## config.mk

```make
export PLATFORM = sky130hd
export DESIGN_NAME = pchk_rem_stage
export DESIGN_NICKNAME = d
export VERILOG_FILES = /design/src/hw/rtl/program_header_checker_top_macros.svh /design/src/hw/rtl/pchk_pkg.sv /design/src/hw/rtl/pchk_rem_stage.sv
export SDC_FILE = /design/constraint.sdc
export NUM_CORES = 1
export LEC_CHECK = 0
export ABC_AREA = 0
export BUFFER_PORTS_ARGS = -buffer_cell sky130_fd_sc_hd__buf_2
export CAP_MARGIN = 20
export CORE_MARGIN = 3
export CORE_UTILIZATION = 59
export DETAILED_ROUTE_END_ITERATION = 7
export GPL_TIMING_DRIVEN = 0
export PLACE_DENSITY_LB_ADDON = 0.12
export SLEW_MARGIN = 30
export SYNTH_ARGS = -nofsm -noshare
export SYNTH_HDL_FRONTEND = slang
export SYNTH_SLANG_ARGS = --single-unit
```

## constraint.sdc

```tcl
create_clock -name clk -period 18.6 [get_ports clk]
set_clock_uncertainty 0.2 [all_clocks]
set_input_delay 1.86 -clock clk [delete_from_list [all_inputs] [get_ports clk]]
set_output_delay 1.86 -clock clk [all_outputs]
set_load 0.02 [all_outputs]
```

## src/hw/rtl/program_header_checker_top_macros.svh

```systemverilog
// Assertion macros used by the program header checker top level.
`ifndef PROGRAM_HEADER_CHECKER_TOP_MACROS_SVH
`define PROGRAM_HEADER_CHECKER_TOP_MACROS_SVH

// Checked on every clock edge, idle while reset is held.
`define PCHK_ASSERT(label, prop, msg) \
  label: assert property (@(posedge clk) disable iff (rst) (prop)) else $error(msg);

// Checked on every clock edge, including reset cycles.
`define PCHK_ASSERT_ALWAYS(label, prop, msg) \
  label: assert property (@(posedge clk) (prop)) else $error(msg);

`endif

```

## src/hw/rtl/pchk_pkg.sv

```systemverilog
// Types and constants of the program header checker.
`timescale 1ns / 1ps

package pchk_pkg;

  localparam int ADDR_BITS  = 64;                 // header word width, 32 to 64
  localparam int WORD_BITS  = 64;
  localparam int TYPE_BITS  = 32;
  localparam int STEP_BITS  = 4;                  // remainder bits resolved per stage
  localparam int DIV_STAGES = (ADDR_BITS + STEP_BITS - 1) / STEP_BITS;
  localparam int DIV_BITS   = DIV_STAGES * STEP_BITS;

  // input item layout in s_tdata
  localparam int TYPE_LSB  = 0;
  localparam int OFF_LSB   = TYPE_LSB + TYPE_BITS;
  localparam int VADDR_LSB = OFF_LSB + WORD_BITS;
  localparam int PADDR_LSB = VADDR_LSB + WORD_BITS;
  localparam int FSZ_LSB   = PADDR_LSB + WORD_BITS;
  localparam int MSZ_LSB   = FSZ_LSB + WORD_BITS;
  localparam int ALIGN_LSB = MSZ_LSB + WORD_BITS;
  localparam int IN_BITS   = ALIGN_LSB + WORD_BITS;
  localparam int OUT_BITS  = 8;

  localparam logic [TYPE_BITS-1:0] TYPE_LOADABLE = TYPE_BITS'(1);

  localparam logic [2:0] FAULT_NONE       = 3'd0;
  localparam logic [2:0] FAULT_FILE_RANGE = 3'd1;
  localparam logic [2:0] FAULT_ADDR_OVF   = 3'd2;
  localparam logic [2:0] FAULT_LOAD_SIZE  = 3'd3;
  localparam logic [2:0] FAULT_ALIGN      = 3'd4;

  localparam int CFG_IDX_BITS = 2;
  localparam logic [CFG_IDX_BITS-1:0] CFG_CHECKS_EN = CFG_IDX_BITS'(0);
  localparam logic [CFG_IDX_BITS-1:0] CFG_FILE_SIZE = CFG_IDX_BITS'(1);

  typedef struct packed {
    logic [2:0] code;         // fault from the range and size checks
    logic       check_align;  // remainder decides the alignment fault
  } pchk_side_t;

endpackage

```

## src/hw/rtl/pchk_rem_stage.sv

```systemverilog
// One pipeline stage of the remainder unit: STEP_BITS restoring steps.
`timescale 1ns / 1ps

module pchk_rem_stage (
  input  logic                               clk,
  input  logic                               rst,
  input  logic                               in_valid,
  output logic                               in_ready,
  input  logic [pchk_pkg::ADDR_BITS-1:0]     in_rem,
  input  logic [pchk_pkg::DIV_BITS-1:0]      in_dvd,
  input  logic [pchk_pkg::ADDR_BITS-1:0]     in_div,
  input  pchk_pkg::pchk_side_t               in_side,
  output logic                               out_valid,
  input  logic                               out_ready,
  output logic [pchk_pkg::ADDR_BITS-1:0]     out_rem,
  output logic [pchk_pkg::DIV_BITS-1:0]      out_dvd,
  output logic [pchk_pkg::ADDR_BITS-1:0]     out_div,
  output pchk_pkg::pchk_side_t               out_side
);
  import pchk_pkg::*;

  logic [ADDR_BITS:0]   trial;
  logic [ADDR_BITS-1:0] rem_next;
  logic [DIV_BITS-1:0]  dvd_next;

  assign in_ready = !out_valid || out_ready;

  // remainder stays below the divisor, so one compare-subtract per bit
  always_comb begin
    rem_next = in_rem;
    dvd_next = in_dvd;
    trial    = '0;
    for (int k = 0; k < STEP_BITS; k++) begin
      trial    = {rem_next, dvd_next[DIV_BITS-1]};
      dvd_next = {dvd_next[DIV_BITS-2:0], 1'b0};
      if (trial >= {1'b0, in_div}) begin
        trial = trial - {1'b0, in_div};
      end
      rem_next = trial[ADDR_BITS-1:0];
    end
  end

  always_ff @(posedge clk) begin
    if (rst) begin
      out_valid <= 1'b0;
    end else if (in_ready) begin
      out_valid <= in_valid;
    end
  end

  always_ff @(posedge clk) begin
    if (in_ready && in_valid) begin
      out_rem  <= rem_next;
      out_dvd  <= dvd_next;
      out_div  <= in_div;
      out_side <= in_side;
    end
  end

endmodule
```

==> results of run 1 <==
-- worst reg2reg max path, cell delays in order (launching register included) --
cell and delay [ps]:
dfxtp_1 320, nand2b_1 110, and2_4 500, buf_16 330, buf_16 310
-- power breakdown --
group	total (mW)	switching, mW	internal (mW)
Sequential	0.756	0.0214	0.735
Clock	0.399	0.212	0.187
Combinational	5.54	3.10	2.45
Total	6.70	3.33	3.37
-- worst paths after layout --
kind	start	end	slack [ps]
setup reg to reg	out_valid$_SDFFE_PP0N_	out_rem[0]$_DFFE_PP_	16450
hold reg to reg	out_valid$_SDFFE_PP0N_	out_valid$_SDFFE_PP0N_	340
hold / removal	out_valid$_SDFFE_PP0N_	out_valid$_SDFFE_PP0N_	340
setup / recovery	in_div[18]	out_rem[25]$_DFFE_PP_	390
-- layout make-up --
cell class	instances	share of cell area
multi-input cells	2317	0.625
flip-flops and latches	193	0.210
repair buffers	403	0.0772
well taps	525	0.0239
inverters	159	0.0217
plain buffers	111	0.0192
clock buffers	17	0.0154
clock inverters	15	0.00795
-- flip-flops by register name, summed over array words and instances, names as in the netlist --
signal	count
out_div	64
out_rem	64
out_side	4
out_valid	1
out_dvd	60
-- cell families (layout without fill, tap and decap cells) --
| kind of cell | Yosys count | after routing | share of synthesized area |
|---|---|---|---|
| AO/OA/AOI/OAI | 924 | 924 | 0.248 |
| AND/OR/NAND/NOR | 701 | 701 | 0.144 |
| buffers and inverters | 271 | 705 | 0.0456 |
| adder cells (fa/ha/maj) | 260 | 260 | 0.137 |
| XOR/XNOR | 229 | 229 | 0.0838 |
| multiplexers | 199 | 199 | 0.0996 |
| flip-flops | 193 | 193 | 0.242 |
| other | 1 | 4 | 0.000157 |
-- metal layers --
metal	GRT usage	vias up	part of all wire
met4	0.163	2	0.047
met5	0	-	0.00011
li1	-	11300	-
met1	0.469	11300	0.40
met3	0.0750	202	0.097
met2	0.601	1239	0.46
-- cell usage in the layout (no fill, tap or decap), types with 9 or more instances in the layout --
cell	instances
o21bai_1	46
nor3_1	34
ha_1	256
nand4_1	61
buf_4	13
or3_1	9
nor4_1	13
a211o_1	13
nand3_1	66
and3_1	36
o21ai_0	186
inv_1	159
buf_2	401
nand2b_1	29
nor2_1	140
clkbuf_1	81
o21a_1	41
xor2_1	76
nor2b_1	35
or2_2	12
edfxtp_1	192
mux2_4	48
a211oi_1	30
mux2_2	111
clkbuf_16	17
o211ai_1	17
and2_1	12
mux2i_1	39
a31oi_1	32
xnor2_1	153
a21oi_1	282
o31ai_1	21
nand2_1	215
a21o_1	141
-- what timing repair did --
action	in CTS	in global routing
endpoints found under the setup margin	64	64
endpoints found under the hold margin	0	0
setup buffers	3	4
pin swaps	0	5
gates resized for setup	15	23
==> flow_metrics.env, run 1 <==
export IMPL_status="complete, no violations"
export IMPL_cts_max_path_buffers=2
export IMPL_netlist_area_um2=23900
export IMPL_fp_dieH_um=207
export IMPL_ys_ff_latch=193
export IMPL_period_share=0.979
export IMPL_wl_um=82800
export IMPL_hold_buffers=0
export IMPL_netlist_cell_type_count=90
export IMPL_io_buffers=393
export IMPL_dp_cells=3702
export IMPL_dominantRegCellSynth="edfxtp_1"
export IMPL_die_area_um2=43000
export IMPL_slew_limit_headroom=0.286
export IMPL_boundaryPins=398
export IMPL_yosysMostFrequentCell="a21oi_1"
export IMPL_final_instance_count_excl_fill=3740
export IMPL_place_area_um2=26700
export IMPL_post_route_min_period_ps=18210
export IMPL_track_usage=0.366
export IMPL_clk_pin_slew_ps=80
export IMPL_cts_sinks=193
export IMPL_cts_root_buf="clkbuf_16"
export IMPL_htreeDepth=4
export IMPL_worstSetupPathType="in -> reg"
export IMPL_path_buf_inv=11
export IMPL_cp_start_kind="input port"
export IMPL_power_per_cell_area_nw_per_um2=243
export IMPL_fill_cells=3271
export IMPL_dpl_hpwl_um=67800
export IMPL_p_total_mw=6.70
export IMPL_syn_inst=2778
export IMPL_antenna_found_initial=2
export IMPL_cts_tree="yes"
export IMPL_regArea_um2=5790
export IMPL_syn_area_per_cell_um2=8.62
export IMPL_insertion_delay_ps=490
export IMPL_ys_top_cells_by_area="edfxtp_1, ha_1, a21oi_1, xnor2_1, mux2_2"
export IMPL_max_stage_delay_ps=520
export IMPL_initial_core_util=0.600
export IMPL_whs_ps=341
export IMPL_grt_max_degree=55
export IMPL_coreArea_um2=39900
export IMPL_place_congestion=1.02
export IMPL_synthTopCellsByCount="a21oi_1, ha_1, nand2_1"
export IMPL_synth_edf_count=192
export IMPL_crit_cells=59
export IMPL_fin_ws_ps=393
export IMPL_finalSetupTns_ps=0
export IMPL_path_max_fanout=10
export IMPL_synthToLayoutAreaGrowth_pct=15.0
export IMPL_p_leak_nw=12.5
export IMPL_tightestPinTransition_ps=1060
export IMPL_grt_overflow_total=0
export IMPL_drc=0
export IMPL_drive_above_1_share=0.209
export IMPL_row_count=73
export IMPL_via_per_inst=6.42
export IMPL_antenna_left=0
export IMPL_routedWlPerCell_um=22.1
export IMPL_yosysTopAreaCell="edfxtp_1"
export IMPL_cp_required_ps=18630
export IMPL_drtIter0Drc=2550
export IMPL_path_delay_family="compound AO/OA/AOI/OAI gates"
export IMPL_nets=3662
export IMPL_final_max_slew_viol_count=0
export IMPL_grt_pass1_vias=22800
export IMPL_async_flop_share=0
export IMPL_grt_pass1_wl_um=126000
export IMPL_cp_arrival_ps=18240
export IMPL_vias=24000
export IMPL_diodes=0
export IMPL_critPathCaptureType="flip-flop"
export IMPL_cap_violations=0
export IMPL_yosysWarnings=0
export IMPL_setup_viol=0
export IMPL_cts_buffers_inserted=17
export IMPL_crit_path_top_delay_cell="or4_1"
export IMPL_design_area_um2=27500
export IMPL_hold_path_class="reg -> reg"
export IMPL_die_w_um=207
export IMPL_ys_seq_area_frac=0.242
export IMPL_fin_util=0.690
export IMPL_dr_pass1_iters=6
export IMPL_max_freq_mhz=54.9
export IMPL_multiInputGateArea_um2=17200
export IMPL_pre_cts_slack_ps=-2250
export IMPL_ff2ff_path_depth=4
export IMPL_yosys_area_top_type_share=0.241
export IMPL_hold_viol=0
export IMPL_ir_drop_v=0.000314
export IMPL_hold_depth=2
(Power assumes the default switching activity.)
==> run 2, diff against run 1 <==
--- a/config.mk
+++ b/config.mk
@@ -6,6 +6,7 @@
 export NUM_CORES = 1
 export LEC_CHECK = 0
 export ABC_AREA = 0
+export ABC_CLOCK_PERIOD_IN_PS = 18600
 export BUFFER_PORTS_ARGS = -buffer_cell sky130_fd_sc_hd__buf_2
 export CAP_MARGIN = 20
 export CORE_MARGIN = 3
@@ -13,6 +14,7 @@
 export DETAILED_ROUTE_END_ITERATION = 7
 export GPL_TIMING_DRIVEN = 0
 export PLACE_DENSITY_LB_ADDON = 0.12
+export REMOVE_ABC_BUFFERS = 1
 export SLEW_MARGIN = 30
 export SYNTH_ARGS = -nofsm -noshare
 export SYNTH_HDL_FRONTEND = slang
==> run 2 against run 1 <==
Sequential cell count unchanged. Non-clock buffer count fell by 98. Clock power about the same. Via count shrank 2.4%. Utilization shrank 0.65 points. Design area decreased by 0.94%. Setup slack improved by 180 ps. Cell count is 2.5% lower. Sequential power is essentially flat. Sequential share of layout area grew 0.20 points. Critical path type unchanged. Largest cell class unchanged. Largest power group unchanged. Highest routed layer is now met4.
==> flow_metrics.env, run 2 (synthesis results as in run 1) <==
export IMPL_hold_path_class="reg -> reg"
export IMPL_die_area_um2=43000
export IMPL_crit_cells=57
export IMPL_reg_top3="out_div: 64 flops, out_rem: 64 flops, out_dvd: 60 flops"
export IMPL_cts_sinks=193
export IMPL_critPathCaptureType="flip-flop"
export IMPL_pre_cts_slack_ps=-1770
export IMPL_post_route_min_period_ps=18030
export IMPL_path_max_fanout=47
export IMPL_r2r_start="out_valid$_SDFFE_PP0N_"
export IMPL_endpoint="out_rem[27]$_DFFE_PP_"
export IMPL_place_congestion=0.992
export IMPL_antenna_left=0
export IMPL_antenna_found_initial=1
export IMPL_finalSetupTns_ps=0
export IMPL_htreeDepth=4
export IMPL_drtIter0Drc=2118
export IMPL_p_int_mw=3.41
export IMPL_clk_pin_slew_ps=80
export IMPL_status="complete, no violations"
export IMPL_cap_violations=0
export IMPL_period_share=0.969
export IMPL_ir_drop_v=0.000267
export IMPL_whs_ps=348
export IMPL_fill_cells=3322
export IMPL_crit_path_top_delay_cell="a311oi_4"
export IMPL_cp_start_kind="input port"
export IMPL_vias=23500
export IMPL_grt_max_degree=55
export IMPL_layout_commonest_cell="buf_2"
export IMPL_switchingPower_mw=3.22
export IMPL_setup_viol=0
export IMPL_power_per_cell_area_nw_per_um2=243
export IMPL_track_usage=0.351
export IMPL_worstSetupPathType="in -> reg"
export IMPL_final_cell_mix="buf_2, a21oi_1, ha_1"
export IMPL_crit_start="in_div[18]"
export IMPL_nets=3567
export IMPL_hold_depth=2
export IMPL_r2r_slack_ps=16340
export IMPL_fp_dieH_um=207
export IMPL_cts_buffers_inserted=17
export IMPL_path_delay_family="compound AO/OA/AOI/OAI gates"
export IMPL_max_stage_delay_ps=480
export IMPL_io_buffers=393
export IMPL_final_max_slew_viol_count=0
export IMPL_coreArea_um2=39900
export IMPL_dr_pass1_iters=6
export IMPL_grt_pass1_wl_um=122000
export IMPL_boundaryPins=398
export IMPL_grt_pass1_vias=22400
export IMPL_grt_overflow_total=0
export IMPL_routedWlPerCell_um=21.8
export IMPL_p_leak_nw=12.4
export IMPL_die_w_um=207
export IMPL_synthToLayoutAreaGrowth_pct=13.9
export IMPL_row_count=73
export IMPL_seq_power_share=0.114
export IMPL_clockPowerShare=0.060
export IMPL_cts_tree="yes"
export IMPL_wl_um=79500
export IMPL_rsz0062_at_grt="false"
export IMPL_fin_ws_ps=575
export IMPL_cts_max_path_buffers=2
export IMPL_max_freq_mhz=55.5
export IMPL_drive_above_1_share=0.212
export IMPL_dpl_hpwl_um=64800
export IMPL_insertion_delay_ps=480
export IMPL_crit_top_cell="ha_1"
export IMPL_hold_viol=0
export IMPL_ff2ff_path_depth=4
export IMPL_initial_core_util=0.600
export IMPL_timing_rr_end="out_div[3]$_DFFE_PP_"
export IMPL_path_buf_inv=9
export IMPL_cp_required_ps=18630
export IMPL_via_per_inst=6.43
export IMPL_cp_arrival_ps=18050
export IMPL_tightestPinTransition_ps=1030
export IMPL_drc=0
export IMPL_cts_root_buf="clkbuf_16"
export IMPL_switching_share=0.486
export IMPL_slew_limit_headroom=0.311
export IMPL_pwr_share_comb=0.826
==> run 2: power groups by stage <==
stage / registers (mW) / logic (mW) / clock network (mW)
2_1_floorplan: 0.895 / 3.94 / 0
3_3_place_gp: 0.769 / 5.03 / 0
3_5_place_dp: 0.766 / 5.23 / 0
4_1_cts: 0.757 / 5.29 / 0.404
5_1_grt: 0.764 / 5.90 / 0.422
6_report: 0.756 / 5.48 / 0.398
==> run 2: stage by stage <==
step                      cells  power [mW]  instance area, µm²  utilization
after detailed placement   3600        6.00               26400        0.661
after CTS                  3634        6.45               27100        0.679
after global routing       3646        7.08               27300        0.683
after floorplan            2669        4.84               23500            -
after global placement     3587        5.80               26100        0.653
final                      3646        6.64               27300        0.683
==> run 2: final cells by class <==
type | count | area [µm²] | area share
clock buffers | 17 | 425 | 0.0156
clock inverters | 15 | 204 | 0.00748
diodes | 1 | 2.50 | 0.0000917
flip-flops and latches | 193 | 5790 | 0.212
well taps | 525 | 657 | 0.0241
repair buffers | 416 | 2340 | 0.0858
inverters | 159 | 601 | 0.0220
multi-input cells | 2320 | 17300 | 0.633
==> run 2: worst register-to-register path, cell delays in order, from the launching register on <==
cell and delay (ps):
dfxtp_1 320, nand2b_1 110, and2_4 600, buf_12 340
buf_16 300
==> run 2: what timing repair did <==
action	4_1_cts	5_1_grt
gates resized for setup	10	11
hold endpoints to repair	0	0
setup buffers	1	9
hold buffers	0	0
endpoints found under the setup margin	64	64
pin swaps	1	5
cloned	1	2
==> run 2: how the worst min path moves through the flow <==
stage | from | to | slack [ps]
3_5_place_dp | out_valid$_SDFFE_PP0N_ | out_valid$_SDFFE_PP0N_ | 340
5_1_grt | out_valid$_SDFFE_PP0N_ | out_valid$_SDFFE_PP0N_ | 400
3_3_place_gp | out_valid$_SDFFE_PP0N_ | out_valid$_SDFFE_PP0N_ | 290
2_1_floorplan | out_valid$_SDFFE_PP0N_ | out_valid$_SDFFE_PP0N_ | 530
6_report | out_valid$_SDFFE_PP0N_ | out_valid$_SDFFE_PP0N_ | 350
4_1_cts | out_valid$_SDFFE_PP0N_ | out_valid$_SDFFE_PP0N_ | 350
==> run 2: layer usage <==
metal  vias up  track usage  wire length [µm]
met1     11100        0.467             33600
met5         -            0                 0
met3       166       0.0594              6400
met2      1127        0.572             36400
met4         0        0.140              3070
li1      11100            -                 -
